==> src/hw/rtl/cea_ram.sv <==
// Generic single-write, single-read RAM with registered read data.
// No dependencies.
module cea_ram #(
	parameter int WIDTH = 64,
	parameter int DEPTH = 16,
	parameter int AW    = (DEPTH > 1) ? $clog2(DEPTH) : 1
) (
	input  logic             clk,
	input  logic             we,
	input  logic [AW-1:0]    waddr,
	input  logic [WIDTH-1:0] wdata,
	input  logic             re,
	input  logic [AW-1:0]    raddr,
	output logic [WIDTH-1:0] rdata
);
	logic [WIDTH-1:0] mem_q [DEPTH];

	always_ff @(posedge clk) begin
		if (we) begin
			mem_q[waddr] <= wdata;
		end
		if (re) begin
			rdata <= mem_q[raddr];
		end
	end
endmodule

==> config.mk <==
export PLATFORM = sky130hd
export DESIGN_NAME = cea_ram
export DESIGN_NICKNAME = d
export VERILOG_FILES = /design/src/hw/rtl/cea_ram.sv
export SDC_FILE = /design/constraint.sdc
export NUM_CORES = 1
export LEC_CHECK = 0
export ABC_CLOCK_PERIOD_IN_PS = 14710
export CORE_AREA = 8 8 278 387
export DETAILED_ROUTE_END_ITERATION = 10
export DIE_AREA = 0 0 286 395
export DONT_BUFFER_PORTS = 1
export GPL_ROUTABILITY_DRIVEN = 0
export GPL_TIMING_DRIVEN = 0
export PLACE_DENSITY = 0.63
export SLEW_MARGIN = 0
export SYNTH_ARGS = -nofsm -noshare
export SYNTH_HDL_FRONTEND = slang
export SYNTH_SLANG_ARGS = --single-unit
==> constraint.sdc <==
create_clock -name clk -period 14.71 [get_ports clk]
set_clock_uncertainty 0.15 [all_clocks]
set_input_delay 2.942 -clock clk [delete_from_list [all_inputs] [get_ports clk]]
set_output_delay 2.942 -clock clk [all_outputs]
set_load 0.005 [all_outputs]
# After elaboration in Yosys (flattened, before gate mapping)
# Memory sizes are Yosys's and may differ from the RTL's. A register that Yosys moved wholly into a read port is not among the register bits.
# Cells that the tools add are included.
# totals
rom_bits	0
output_inout_bits	64
wordCells	3
input_bits	75
register_bits	0
latchBits	0
n_memories	1
ram_bits	1024
# classes
multipliers	0
reduce_logical	0
div	0
shifts	0
add_sub_neg	0
n_lt_le_gt_ge	0
eq_ne	0
n_bitwise	0
n_mux	2
# mem_list
name	depth	width	rd	rd_clocked_by_memory_dff	write_ports	line_no	text
mem_q	16	64	1	1	1	16	logic [WIDTH-1:0] mem_q [DEPTH];
# ops
operator	n
$mux W1	2

# Logic depth before layout (Yosys ltp)
# logic_depth
ltp_word	2
depth_mapped	6
ltp_nobuf	3

# Worst setup path after synthesis
# OpenSTA, ideal clock, no wires.
# synth_path
path_kind	in2reg
start	input port waddr[2]
end	memory mem_q[0][0], enable pin
path_buffers	0
setup_time_ps	565
path_stages	2
t_arrival_ps	7805
required_ps	13995
slack_ps	6189
path_cell_list	or3b_2 -> nor3_1
# synth_rtl
element	line_no	text
start, declared	10	input logic [AW-1:0] waddr,
end, declared	16	
# No word-level cell before the write port.

==> flow_summary.json <==
{
  "totalWireLength_um": 92400,
  "final-instance-count-excl-fill": 3230,
  "number_of_enable_type_register_cells_in_the_synthesized_netlist": 1088,
  "grt_pass1_wl_um": 134000,
  "critical_path_arrival_ns": 5.14,
  "layout-area-overhead-vs-synth_pct": 15.0,
  "power_density_mw_per_mm2": 136,
  "cts_setup_buffers": 0,
  "initial_core_utilization": 0.395,
  "worst_hold_path_type": "flip-flop to flip-flop",
  "fraction_of_layout_cells_with_a_size_suffix_above_1": 0.273,
  "wire_per_inst_um": 28.6,
  "ys_dominant_reg_cell": "sky130_fd_sc_hd__edfxtp_1",
  "initialDrtViolationCount": 1755,
  "crit_fanout": 10,
  "critPathLaunchType": "input pin",
  "numPlacedInstances": 3054,
  "power.leakage_nw": 14.3,
  "syn-num-nets": 1722,
  "post_synth_num_cell_types": 17,
  "core.rowCount": 139,
  "clock_sink_count": 1088,
  "synth.most_common_cell": "sky130_fd_sc_hd__edfxtp_1",
  "post_synth_inst_count": 1647,
  "utilization": 0.454,
  "slew-limit-headroom": 0.100,
  "cts_max_level": 3,
  "post_synth.cell_area_avg_sq_um": 24.4,
  "cts_buffer_depth": 3,
  "synth.yosys.seq_area_share": 0.812,
  "hpwl_dp_um": 59400,
  "clkLatencyLatePin_ns": 0.68,
  "rsz0062_at_grt": "no",
  "port_buffers": 0,
  "ant_nets": 0,
  "clockRootBuffer": "sky130_fd_sc_hd__clkbuf_16",
  "end_kind": "flip-flop",
  "design_power_total_mw": 6.31,
  "report.final.setup_viol": 0,
  "fmaxAchievable_mhz": 209,
  "design.portCount": 139,
  "total_die_area_sq_mm": 0.113,
  "synth.yosys.warnings": 0,
  "grtUsageMet1": 0.192,
  "dr_total_vias": 17800,
  "maximum_number_of_pins_on_one_net_before_global_route_repair": 65,
  "synth.cell_area_sq_mm": 0.0402,
  "irDropWorstVdd_v": 0.0000744,
  "synth.top_cells.by_count": "sky130_fd_sc_hd__edfxtp_1 (1088), sky130_fd_sc_hd__mux4_2 (256), sky130_fd_sc_hd__a22oi_1 (128)",
  "cts_resized": 0,
  "final_min_period_over_clock_period": 0.325,
  "status": "complete, no violations",
  "grt_pass1_vias": 19100,
  "required_ns": 15.07,
  "hold_violations": 0,
  "worst_max_slew_pin_slew_ns": 1.34,
  "grt_overflow_total": 0,
  "core_area_sq_mm": 0.102,
  "yosys.area.top_type": "sky130_fd_sc_hd__edfxtp_1",
  "setup_total_negative_slack_ns": 0,
  "cts_inserted_buffers": 95,
  "groute.layer.met3.usage": 0.0476,
  "avgViaCountPerCell": 5.53,
  "gr-usage-all-layers": 0.162,
  "floorplan.die.height_um": 395,
  "chipWidth_um": 286,
  "groute.layer.met2.usage": 0.285,
  "critPathKind": "input pin to flip-flop",
  "min_period_ns": 4.78,
  "timing.final.max_slew_violations": 0,
  "synth-async-reset-ratio": 0,
  "max-cap-violations": 0,
  "clk_pin_slew_ns": 0.06,
  "synth.top_cell.area_share": 0.812,
  "nNetsFinal": 1887,
  "busiest_layer": "met2",
  "cts_tree": "done",
  "route.detailed.drc": 0,
  "antenna_found_initial": 2,
  "cts_hold_repair.buffers": 0,
  "detail_route.first_pass.iterations": 5,
  "synth.area.top_cells": "sky130_fd_sc_hd__edfxtp_1 (81%), sky130_fd_sc_hd__mux4_2 (14%), sky130_fd_sc_hd__a22oi_1 (2.4%)",
  "synth_seq_cells": 1088
}
where the power goes:
group	total [mW]	internal, mW	switching, mW
Sequential	3.52	3.49	0.0236
Clock	2.54	1.44	1.10
Combinational	0.251	0.111	0.140
Total	6.31	5.04	1.26
path summary, 6_finish.rpt:
check | startpoint | endpoint | slack, ns | cells past startpoint
max | raddr[2] | rdata[5] | 9.93 | 4
min | mem_q[14][50] | rdata[50] | 0.59 | 3
max reg2reg | mem_q[0][5] | rdata[5] | 12.93 | 3
min reg2reg | mem_q[14][50] | rdata[50] | 0.59 | 3
cell type report:
class / count / area (sq um)
plain buffers: 84 / 452
fillers: 8384 / 55700
flip-flops and latches: 1088 / 32700
diodes: 1 / 2.50
well taps: 1339 / 1680
clock buffers: 114 / 2490
repair buffers: 68 / 1090
multi-input cells: 475 / 7210
clock inverters: 61 / 656
layout by cell type (no fill, tap or decap), types with 12 or more instances in the layout:
cell	synthesis	routed
sky130_fd_sc_hd__clkbuf_16	0	97
sky130_fd_sc_hd__buf_1	16	16
sky130_fd_sc_hd__buf_6	13	41
sky130_fd_sc_hd__buf_12	0	30
sky130_fd_sc_hd__a22oi_1	128	128
sky130_fd_sc_hd__nand2_1	65	65
sky130_fd_sc_hd__nor2_4	0	12
sky130_fd_sc_hd__clkinv_2	0	19
sky130_fd_sc_hd__clkbuf_1	36	53
sky130_fd_sc_hd__clkinv_1	0	15
sky130_fd_sc_hd__bufinv_16	0	13
sky130_fd_sc_hd__buf_2	13	13
sky130_fd_sc_hd__edfxtp_1	1088	1088
sky130_fd_sc_hd__mux4_2	256	256
cells by family after synthesis:
group           synth area share
flops                      0.812
mux                        0.143
buf+inv                   0.0112
simple gates             0.00927
compound gates            0.0239
state kept, by name, indices dropped and copies added (netlist names):
signal,cells
rdata,64
mem_q,1024
metal layers:
layer  up-vias  share of wire  routed length [um]
met5         -              0                   0
met4         0          0.023                2080
met3       132          0.081                7490
met2       665           0.53               48700
met1      9610           0.37               34100
li1       7439              -                   -
critical path, cell delays in order:
cell	delay, ns
sky130_fd_sc_hd__nor2_1	0.99
sky130_fd_sc_hd__clkbuf_1	0.68
sky130_fd_sc_hd__a22oi_1	0.34
sky130_fd_sc_hd__nand2_1	0.18
through the flow:
stage | cell area [sq um] | hold WS [ns] | setup slack [ns]
after floorplan | 40200 | 0.560 | 6.19
final | 46300 | 0.591 | 9.93
after detailed placement | 43100 | 0.585 | 9.22
after global routing | 46300 | 0.625 | 9.93
after CTS | 46200 | 0.583 | 9.94
after global placement | 41900 | 0.582 | 0.869
No activity file was read; power rests on OpenSTA's default activity.
