===== config.mk =====
export PLATFORM = sky130hd
export DESIGN_NAME = cea_alu
export DESIGN_NICKNAME = d
export VERILOG_FILES = /design/src/hw/rtl/cea_pkg.sv /design/src/hw/rtl/cea_alu.sv
export SDC_FILE = /design/constraint.sdc
export NUM_CORES = 1
export LEC_CHECK = 0
export BUFFER_PORTS_ARGS = -buffer_cell sky130_fd_sc_hd__buf_2
export CAP_MARGIN = 15
export CORE_MARGIN = 8
export CORE_UTILIZATION = 50
export DETAILED_ROUTE_END_ITERATION = 6
export PLACE_DENSITY_LB_ADDON = 0.3
export REMOVE_ABC_BUFFERS = 1
export SLEW_MARGIN = 20
export SYNTH_ARGS = -nofsm -noshare
export SYNTH_HDL_FRONTEND = slang
export SYNTH_SLANG_ARGS = --single-unit

===== constraint.sdc =====
create_clock -name vclk -period 3.79
set_clock_uncertainty 0.05 [all_clocks]
set_input_delay 0.1895 -clock vclk [all_inputs]
set_output_delay 0.1895 -clock vclk [all_outputs]
set_load 0.005 [all_outputs]

===== src/hw/rtl/cea_pkg.sv =====
// Shared types and constants of the contiguous extent allocator.
// Used by the top level, cea_alu and cea_seq; depends on nothing.
package cea_pkg;

	localparam int IDX_BITS    = 4;
	localparam int SIZE_BITS   = 32;
	localparam int BLK_BITS    = 16;
	localparam int BLOCK_BYTES = 512;
	localparam int BLK_SHIFT   = $clog2(BLOCK_BYTES);
	// blocks needed for a 32-bit byte count, rounded up
	localparam int NBLK_BITS   = SIZE_BITS - BLK_SHIFT + 1;
	// end of a run: block sum plus needed blocks, never wraps
	localparam int LIM_BITS    = ((BLK_BITS + 1 > NBLK_BITS) ? BLK_BITS + 1 : NBLK_BITS) + 1;
	localparam int ALU_W       = SIZE_BITS + 2;

	typedef enum logic [1:0] {
		STAT_OK         = 2'd0,
		STAT_NO_SPACE   = 2'd1,
		STAT_TABLE_FULL = 2'd2,
		STAT_BAD_INDEX  = 2'd3
	} status_t;

	typedef enum logic {
		MODE_CREATE = 1'b0,
		MODE_GROW   = 1'b1
	} mode_t;

	typedef struct packed {
		logic                 mode;
		logic [IDX_BITS-1:0]  file_index;
		logic [SIZE_BITS-1:0] new_size;
	} req_t;

	typedef struct packed {
		status_t              status;
		logic [IDX_BITS-1:0]  entry_index;
		logic [BLK_BITS-1:0]  first_block;
		logic [BLK_BITS-1:0]  block_count;
		logic [SIZE_BITS-1:0] byte_size;
	} rsp_t;

	typedef struct packed {
		logic [BLK_BITS-1:0]  start;
		logic [BLK_BITS-1:0]  blocks;
		logic [SIZE_BITS-1:0] bytes;
	} entry_t;

	typedef enum logic {
		ALU_ADD = 1'b0,
		ALU_SUB = 1'b1
	} alu_op_t;

	typedef struct packed {
		alu_op_t          op;
		logic [ALU_W-1:0] a;
		logic [ALU_W-1:0] b;
	} alu_req_t;

	typedef struct packed {
		logic [ALU_W-1:0] res;
		logic             ge;
	} alu_rsp_t;

	typedef enum logic [3:0] {
		S_IDLE,
		S_CUR,
		S_FIT,
		S_NBLK,
		S_BASE,
		S_LIM,
		S_SC_A,
		S_SC_B,
		S_END1,
		S_END2,
		S_DONE
	} state_t;

endpackage


===== src/hw/rtl/cea_alu.sv =====
// Shared add/subtract unit; its carry flag gives unsigned greater-or-equal on a subtract.
// Depends on cea_pkg for the request and response structs.
module cea_alu (
	input  cea_pkg::alu_req_t req,
	output cea_pkg::alu_rsp_t rsp
);
	import cea_pkg::*;

	logic [ALU_W-1:0] b_op;
	logic [ALU_W:0]   full;

	always_comb begin
		b_op = (req.op == ALU_SUB) ? ~req.b : req.b;
		full = {1'b0, req.a} + {1'b0, b_op} + {{ALU_W{1'b0}}, (req.op == ALU_SUB)};
		rsp.res = full[ALU_W-1:0];
		// carry out of a - b is set when a >= b
		rsp.ge  = full[ALU_W];
	end
endmodule


---- Yosys cells after proc, flatten, opt, wreduce, memory -nomap -nowiden ----
Cells that the tools add are included.
storage, ports and cells
  output and inout bits ................... 35
  word-level logic and storage cells ...... 4
  bits in registers ....................... 0
cells by class
  bitwise logic cells ..................... 1
  add/sub/neg operators ................... 2
  mux-type cells .......................... 1
operators with widths
  cell            number
  $add 34x34->35  1
  $add 35x1->35   1
  $mux 34         1
  $not 34->34     1

---- Logic depth before layout (Yosys ltp) ----
Gate-level depths: netlist of run 1.
  depth after elaboration ................. 4
  gate-level depth with buffers ........... 12
  mapped depth without buffers ............ 9

---- Worst setup path before layout of run 1 ----
No wires, ideal clock.
  kind .................................... input to output
  start point ............................. in req[68] (netlist name)
  end point ............................... out rsp[33] (netlist name)
  stages .................................. 11
  path buffers ............................ 2
  slack ................................... 0.798 ns
  arrival time ............................ 2.752 ns
  cell sequence ........................... buf_4 -> clkbuf_1 -> xor2_1 -> fa_1 -> a21o_1 -> a221oi_2 -> o211a_2 -> o22ai_1 -> a41o_1 -> a21oi_1 -> xnor2_1
RTL lines
  element      RTL line      RTL
  from (decl)  cea_alu.sv:4  input cea_pkg::alu_req_t req,
  to (decl)    cea_alu.sv:5  output cea_pkg::alu_rsp_t rsp

==> results of run 1 <==
[where the power goes]
group | internal, mW | switching [mW] | total (mW) | leakage [nW]
clock network | 0 | 0 | 0 | 0
logic | 0.335 | 0.384 | 0.719 | 1.40
registers | 0 | 0 | 0 | 0
total | 0.335 | 0.384 | 0.719 | 1.40
[layout make-up]
class	instances	area (um2)
inverter	9	33.8
multi-input combinational	273	2110
timing repair buffer	105	541
tap	52	65.1
fill	408	1540
[per-layer routing]
metal  part of all wire  vias to the layer above  track usage
met1               0.45                     1096        0.220
met5                  0                        -            0
met4             0.0023                        0       0.0211
met2               0.48                       72        0.311
li1                   -                     1278            -
met3              0.070                        2       0.0249
[kinds of logic (layout without fill, tap and decap cells)]
group                      after synthesis  in the layout  share of synthesized area
adders and majority gates               34             34                      0.198
AOI/OAI and AO/OA                      102            102                      0.334
buffers and inverters                   19            114                     0.0349
and+or+nand+nor                         71             71                      0.165
muxes                                    2              2                     0.0120
xor gates and xnor gates                64             64                      0.256
[cells in the mapped netlist, drive strengths merged (2+ instances only)]
master,number
o211ai,2
o221ai,3
a21oi,33
a21o,17
a211oi,2
nand2,24
mux2,2
nor3,3
a21boi,2
o21a,3
nand3,5
a31oi,2
nor3b,2
xnor2,19
nor2b,3
nand4,10
clkbuf,8
xor2,45
buf,2
nor4,3
inv,9
ha,33
a221oi,3
o31ai,4
nor2,16
o21ai,13
and3,3
o211a,2
o21bai,7
[stage by stage]
step	utilization	instances	total power [mW]	hold WS (ns)	setup WS [ns]
CTS	0.641	439	0.724	0.602	0.518
finish	0.641	439	0.719	0.599	0.547
floorplan	-	282	0.473	0.380	1.29
global placement	0.641	439	0.713	0.598	0.590
detailed placement	0.641	439	0.720	0.600	0.526
global route	0.641	439	0.803	0.614	0.338
[worst max-delay path: stages]
cell and delay (ns):
buf_2 0.42, xor2_1 0.19, fa_1 0.45, a21o_1 0.20
a221oi_2 0.36, o211a_2 0.30, nor2_1 0.08, a211oi_2 0.31
o21a_1 0.22, xnor2_1 0.12, buf_2 0.13
[worst paths after layout]
path       to  slack, ns  cells past startpoint
min    rsp[1]       0.60                      3
max   rsp[31]       0.55                     11
==> flow_summary.yaml, run 1 <==
synthesis:
  synth_top_area_cell: "ha_1"
  yosysSeqAreaShare: 0
  yosysWarnings: 0
  yosys.cell_types.count: 56
  synth_top_area_share: 0.189
  synthTopCellsByArea: "ha_1 19%, xor2_1 18%, xnor2_1 7.6%"
  syn_avg_cell_area_um2: 7.49
  syn_area_mm2: 0.00219
  postSynthCellCount: 292
finish:
  nets: 492
  seq_cell_count: 0
  layout_common_cells: "104 x buf_2, 45 x xor2_1, 33 x ha_1"
  diodes: 0
  fin_area_mm2: 0.00275
  clock_buffers: 0
  ff_latch_area_um2: 0
  layout-drive-gt1-share: 0.315
  layout_commonest_cell: "buf_2"
  area_delta_synth_final_pct: 25.7
route:
  routedWlPerCell_um: 13.9
  num_vias: 2448
  via_per_inst: 5.58
  dr.pass1.iters: 4
  drc: 0
  drtAntennaViolNets: 0
  postRouteWirelength_mm: 6.12
  drt_iter0_markers: 123
sta:
  timing.fmax_mhz: 308
  worst_pin_slew_ns: 0.518
  relSlewSlack: 0.655
  final.min_clock_period_ns: 3.24
  finalSetupTns_ns: 0
  setup_viol: 0
  report.final.slew_viol_count: 0
  rsz0062_at_grt: "no"
  hold_viol: 0
  fin_crit_sh: 0.856
power:
  power.density_mw_per_mm2: 261
  ir_drop_mv: 0.132
  p_leak_nw: 1.40
placement:
  gp_congestion: 0.833
  portBuffers: 104
  dp_hpwl_mm: 5.32
  placed_cell_area_mm2: 0.00275
critical_path:
  cp-end-kind: "output port"
  critPathLaunch: "req[68]"
  critPathMaxFanout: 18
  worstSetupStartpointType: "input pin"
  required_ns: 3.55
  crit_arrival_ns: 3.00
  crit_type: "input pin to output port"
clocking:
  postCtsHoldBufs: 0
  postCtsResizedCells: 0
  postCtsSetupRepairBufs: 0
die:
  core_area_mm2: 0.00429
  chipHeight_um: 82.2
  rows: 24
  dieArea_mm2: 0.00675
  boundaryPins: 104
  start_util: 0.510
  die_w_um: 82.2
grt:
  grt_pass1_vias: 2431
  overflow: 0
  grt_max_degree: 19
  track_usage: 0.174
  grt_first_pass_wirelength_mm: 10.1
  antenna_found_initial: 0
run:
  cap_violations: 0
outcome:
  outcome: "completed"
worst_hold_path:
  hp-start: "req[34]"
  min_path_type: "input pin to output port"
Power figures use the tool's default switching activity.
==> run 2: changes to the inputs <==
--- a/config.mk
+++ b/config.mk
@@ -5,7 +5,7 @@
 export SDC_FILE = /design/constraint.sdc
 export NUM_CORES = 1
 export LEC_CHECK = 0
-export BUFFER_PORTS_ARGS = -buffer_cell sky130_fd_sc_hd__buf_2
+export BUFFER_PORTS_ARGS = -buffer_cell sky130_fd_sc_hd__buf_4
 export CAP_MARGIN = 15
 export CORE_MARGIN = 8
 export CORE_UTILIZATION = 50
==> run 2 against run 1 <==
Maximum frequency grew 0.65%. Combinational power grew 13%. Total power grew 13%. Sequential share of layout area is the same. Non-clock buffer count shrank 1. Cell count shrank 0.23%. Worst hold slack gained 0.0048 ns. Die area is the same. Cell area grew 8.7%. Largest power group unchanged.
==> flow_summary.yaml, run 2 (same netlist as run 1, synthesis figures left out) <==
outcome:
  outcome: "completed"
critical_path:
  cp_top_family: "compound AO/OA/AOI/OAI gates"
  worstSetupStartpointType: "input pin"
  required_ns: 3.55
  slowest_stage: "fa_1"
  crit_type: "input pin to output port"
  worstPathCellList: "buf_4 > xor2_1 > fa_1 > a21o_1 > a221oi_2 > o211a_2 > o22ai_1 > a41o_1 > a21oi_1 > xnor2_1 > buf_4"
  max_stage_delay_ns: 0.46
  critPathBufInv: 2
  critPathMaxFanout: 34
  cp-end-kind: "output port"
  cpMostUsedCell: "buf_4"
  crit_arrival_ns: 2.98
die:
  boundaryPins: 104
  dieArea_mm2: 0.00675
  start_util: 0.510
  rows: 24
  chipHeight_um: 82.2
  core_area_mm2: 0.00429
  die_w_um: 82.2
grt:
  overflow: 0
  grt_max_degree: 35
  antenna_found_initial: 0
  grt_pass1_vias: 2473
  track_usage: 0.175
  grt_first_pass_wirelength_mm: 10.2
sta:
  worst_pin_slew_ns: 0.519
  final.min_clock_period_ns: 3.22
  fin_crit_sh: 0.850
  report.final.slew_viol_count: 0
  postLayoutSetupSlackWorst_ns: 0.568
  rsz0062_at_grt: "no"
  relSlewSlack: 0.654
  timing.fmax_mhz: 310
  finalSetupTns_ns: 0
  setup_viol: 0
  whs_ns: 0.603
  hold_viol: 0
clocking:
  postCtsHoldBufs: 0
  postCtsSetupRepairBufs: 0
  postCtsResizedCells: 0
finish:
  multi_input_area_mm2: 0.00211
  final_util: 0.697
  diodes: 0
  ff_latch_area_um2: 0
  fin_area_mm2: 0.00299
  area_delta_synth_final_pct: 36.7
  seq_cell_count: 0
  layout_common_cells: "104 x buf_4, 45 x xor2_1, 33 x ha_1"
  fin_cells: 438
  nets: 491
  clock_buffers: 0
  layout-drive-gt1-share: 0.313
  fillers: 397
  layout_commonest_cell: "buf_4"
power:
  p_leak_nw: 1.48
  power.density_mw_per_mm2: 271
  p_total_mw: 0.809
  ir_drop_mv: 0.143
placement:
  dp_worst_setup_slack_ns: 0.580
  placed_cell_area_mm2: 0.00299
  dp_hpwl_mm: 5.53
  portBuffers: 104
  gp_congestion: 0.850
  dp_cells: 438
worst_hold_path:
  min_path_type: "input pin to output port"
  holdPathEnd: "rsp[1]"
  hp-start: "req[34]"
  min_path_cells: 3
route:
  via_per_inst: 5.66
  drt_iter0_markers: 99
  postRouteWirelength_mm: 6.37
  drtAntennaViolNets: 0
  num_vias: 2478
  drc: 0
  dr.pass1.iters: 4
  routedWlPerCell_um: 14.5
run:
  cap_violations: 0
run 2: cell types whose count changed in the layout (fill, tap and decap cells not counted):
cell,before,now
buf_12,1,0
buf_2,104,0
buf_4,0,104
run 2: layer usage:
layer / global-route usage / wire [um] / vias up
li1: - / - / 1279
met1: 0.210 / 2730 / 1114
met2: 0.326 / 3120 / 79
met3: 0.0271 / 440 / 6
met4: 0.0228 / 74 / 0
met5: 0 / 0 / -
run 2: worst max-delay path by stage:
stage          slack (ns)     from  cells past startpoint       to
2_1_floorplan        1.29   req[0]                      9  rsp[33]
3_3_place_gp         0.66  req[68]                     11  rsp[33]
3_5_place_dp         0.58  req[68]                     11  rsp[33]
4_1_cts              0.58  req[68]                     11  rsp[33]
5_1_grt              0.40  req[68]                     11  rsp[33]
6_report             0.57  req[68]                     11  rsp[33]
run 2: layout make-up:
type / instances / share of cell area
Tap cell: 52 / 0.0217
Multi-Input combinational cell: 273 / 0.706
Inverter: 9 / 0.0113
Timing Repair Buffer: 104 / 0.261
run 2: power breakdown:
part	switching (mW)	total (mW)	internal, mW
registers	0	0	0
logic	0.395	0.809	0.415
clock network	0	0	0
total	0.395	0.809	0.415
run 2: worst min-delay path: stages:
cell and delay, ns:
buf_4 0.09, xor2_1 0.06, buf_4 0.13
==> run 3: changes to the inputs <==
--- a/config.mk
+++ b/config.mk
@@ -7,8 +7,9 @@
 export LEC_CHECK = 0
 export BUFFER_PORTS_ARGS = -buffer_cell sky130_fd_sc_hd__buf_4
 export CAP_MARGIN = 15
+export CORE_ASPECT_RATIO = 0.9
 export CORE_MARGIN = 8
-export CORE_UTILIZATION = 50
+export CORE_UTILIZATION = 40
 export DETAILED_ROUTE_END_ITERATION = 6
 export PLACE_DENSITY_LB_ADDON = 0.3
 export REMOVE_ABC_BUFFERS = 1
==> run 3 against run 2 <==
First-iteration DRC count is 35% higher. Via count is 1.7% lower. Critical endpoint unchanged. Largest power group unchanged. Combinational power is 0.6% higher. Sequential cell count stayed put. Wire length is 3.0% higher. Highest routed layer unchanged. Cell area is 0.88% higher.
==> flow_summary.yaml, run 3 (same netlist as run 1, synthesis figures left out) <==
route:
  num_vias: 2436
  dr.pass1.iters: 4
  drtAntennaViolNets: 0
  drc: 0
  postRouteWirelength_mm: 6.55
  routedWlPerCell_um: 14.4
  drt_iter0_markers: 134
  via_per_inst: 5.37
finish:
  ff_latch_area_um2: 0
  layout-drive-gt1-share: 0.315
  seq_cell_count: 0
  fillers: 503
  clock_buffers: 0
  layout_commonest_cell: "buf_4"
  multi_input_area_mm2: 0.00211
  nets: 492
  diodes: 0
  area_delta_synth_final_pct: 37.9
  layout_common_cells: "105 x buf_4, 45 x xor2_1, 33 x ha_1"
  fin_cells: 454
sta:
  rsz0062_at_grt: "no"
  hold_viol: 0
  final.min_clock_period_ns: 3.13
  fin_crit_sh: 0.826
  finalSetupTns_ns: 0
  relSlewSlack: 0.717
  report.final.slew_viol_count: 0
  setup_viol: 0
  worst_pin_slew_ns: 0.425
  timing.fmax_mhz: 320
critical_path:
  crit_arrival_ns: 2.89
  critPathMaxFanout: 25
  critPathLaunch: "req[68]"
  crit_type: "input pin to output port"
  required_ns: 3.55
  worstSetupStartpointType: "input pin"
  endpoint: "rsp[33]"
  cp-end-kind: "output port"
die:
  boundaryPins: 104
  rows: 25
  dieArea_mm2: 0.00810
  chipHeight_um: 86.2
  start_util: 0.416
  core_area_mm2: 0.00526
  die_w_um: 94.0
power:
  p_clk_frac: 0
  p_leak_nw: 1.48
  p_comb_frac: 1.000
  p_seq_frac: 0
  power.density_mw_per_mm2: 270
  internal_power_mw: 0.416
  ir_drop_mv: 0.113
  switching_share: 0.489
  p_switching_mw: 0.398
clocking:
  postCtsResizedCells: 0
  postCtsSetupRepairBufs: 0
  postCtsHoldBufs: 0
placement:
  dp_cells: 454
  portBuffers: 104
  dp_hpwl_mm: 5.74
  gp_congestion: 0.861
grt:
  grt_pass1_vias: 2533
  track_usage: 0.156
  grt_max_degree: 26
  overflow: 0
  grt_first_pass_wirelength_mm: 11.1
  antenna_found_initial: 0
outcome:
  outcome: "completed"
run:
  cap_violations: 0
worst_hold_path:
  hp-start: "req[34]"
  min_path_type: "input pin to output port"
## run 3: changes by cell type in the layout (fill, tap and decap cells not counted), sizes merged
cell	delta
buf	+1
## run 3: stage by stage
| stage | hold WS [ns] | instance area [um2] | util | worst slack, ns | power, mW |
|---|---|---|---|---|---|
| after floorplan | 0.380 | 2150 | - | 1.29 | 0.473 |
| after global routing | 0.616 | 3020 | 0.574 | 0.461 | 0.899 |
| after global placement | 0.602 | 3020 | 0.574 | 0.741 | 0.809 |
| after detailed placement | 0.605 | 3020 | 0.574 | 0.672 | 0.819 |
| after CTS | 0.606 | 3020 | 0.574 | 0.660 | 0.823 |
| final | 0.603 | 3020 | 0.574 | 0.661 | 0.814 |
## run 3: power groups by stage
| stage | logic, mW | clock network, mW | registers, mW |
|---|---|---|---|
| 6_report | 0.814 | 0 | 0 |
| 5_1_grt | 0.899 | 0 | 0 |
| 4_1_cts | 0.823 | 0 | 0 |
| 3_5_place_dp | 0.819 | 0 | 0 |
| 3_3_place_gp | 0.809 | 0 | 0 |
| 2_1_floorplan | 0.473 | 0 | 0 |
## run 3: area by class of cell
class | instances | share of cell area
multi-input cells | 273 | 0.700
inverters | 9 | 0.0112
repair buffers | 105 | 0.261
well taps | 67 | 0.0278
## run 3: critical path, stage by stage
cell	delay, ns
buf_4	0.23
mux2_4	0.34
fa_1	0.40
a21o_1	0.20
a221oi_2	0.35
o211a_2	0.29
o22ai_1	0.16
a41o_1	0.27
a21oi_1	0.17
xnor2_1	0.14
buf_4	0.14
## run 3: worst min-delay path by stage
stage / endpoint / slack, ns / depth (start not counted)
floorplan: rsp[1] / 0.38 / 1
global placement: rsp[1] / 0.60 / 3
detailed placement: rsp[1] / 0.61 / 3
CTS: rsp[1] / 0.61 / 3
global route: rsp[1] / 0.62 / 3
finish: rsp[1] / 0.60 / 3
## run 3: layer usage
| layer | part of all wire | up-vias | global-route usage |
|---|---|---|---|
| met2 | 0.46 | 62 | 0.279 |
| met3 | 0.072 | 2 | 0.0337 |
| li1 | - | 1275 | - |
| met4 | 0.0037 | 0 | 0.00719 |
| met5 | 0 | - | 0 |
| met1 | 0.46 | 1097 | 0.192 |
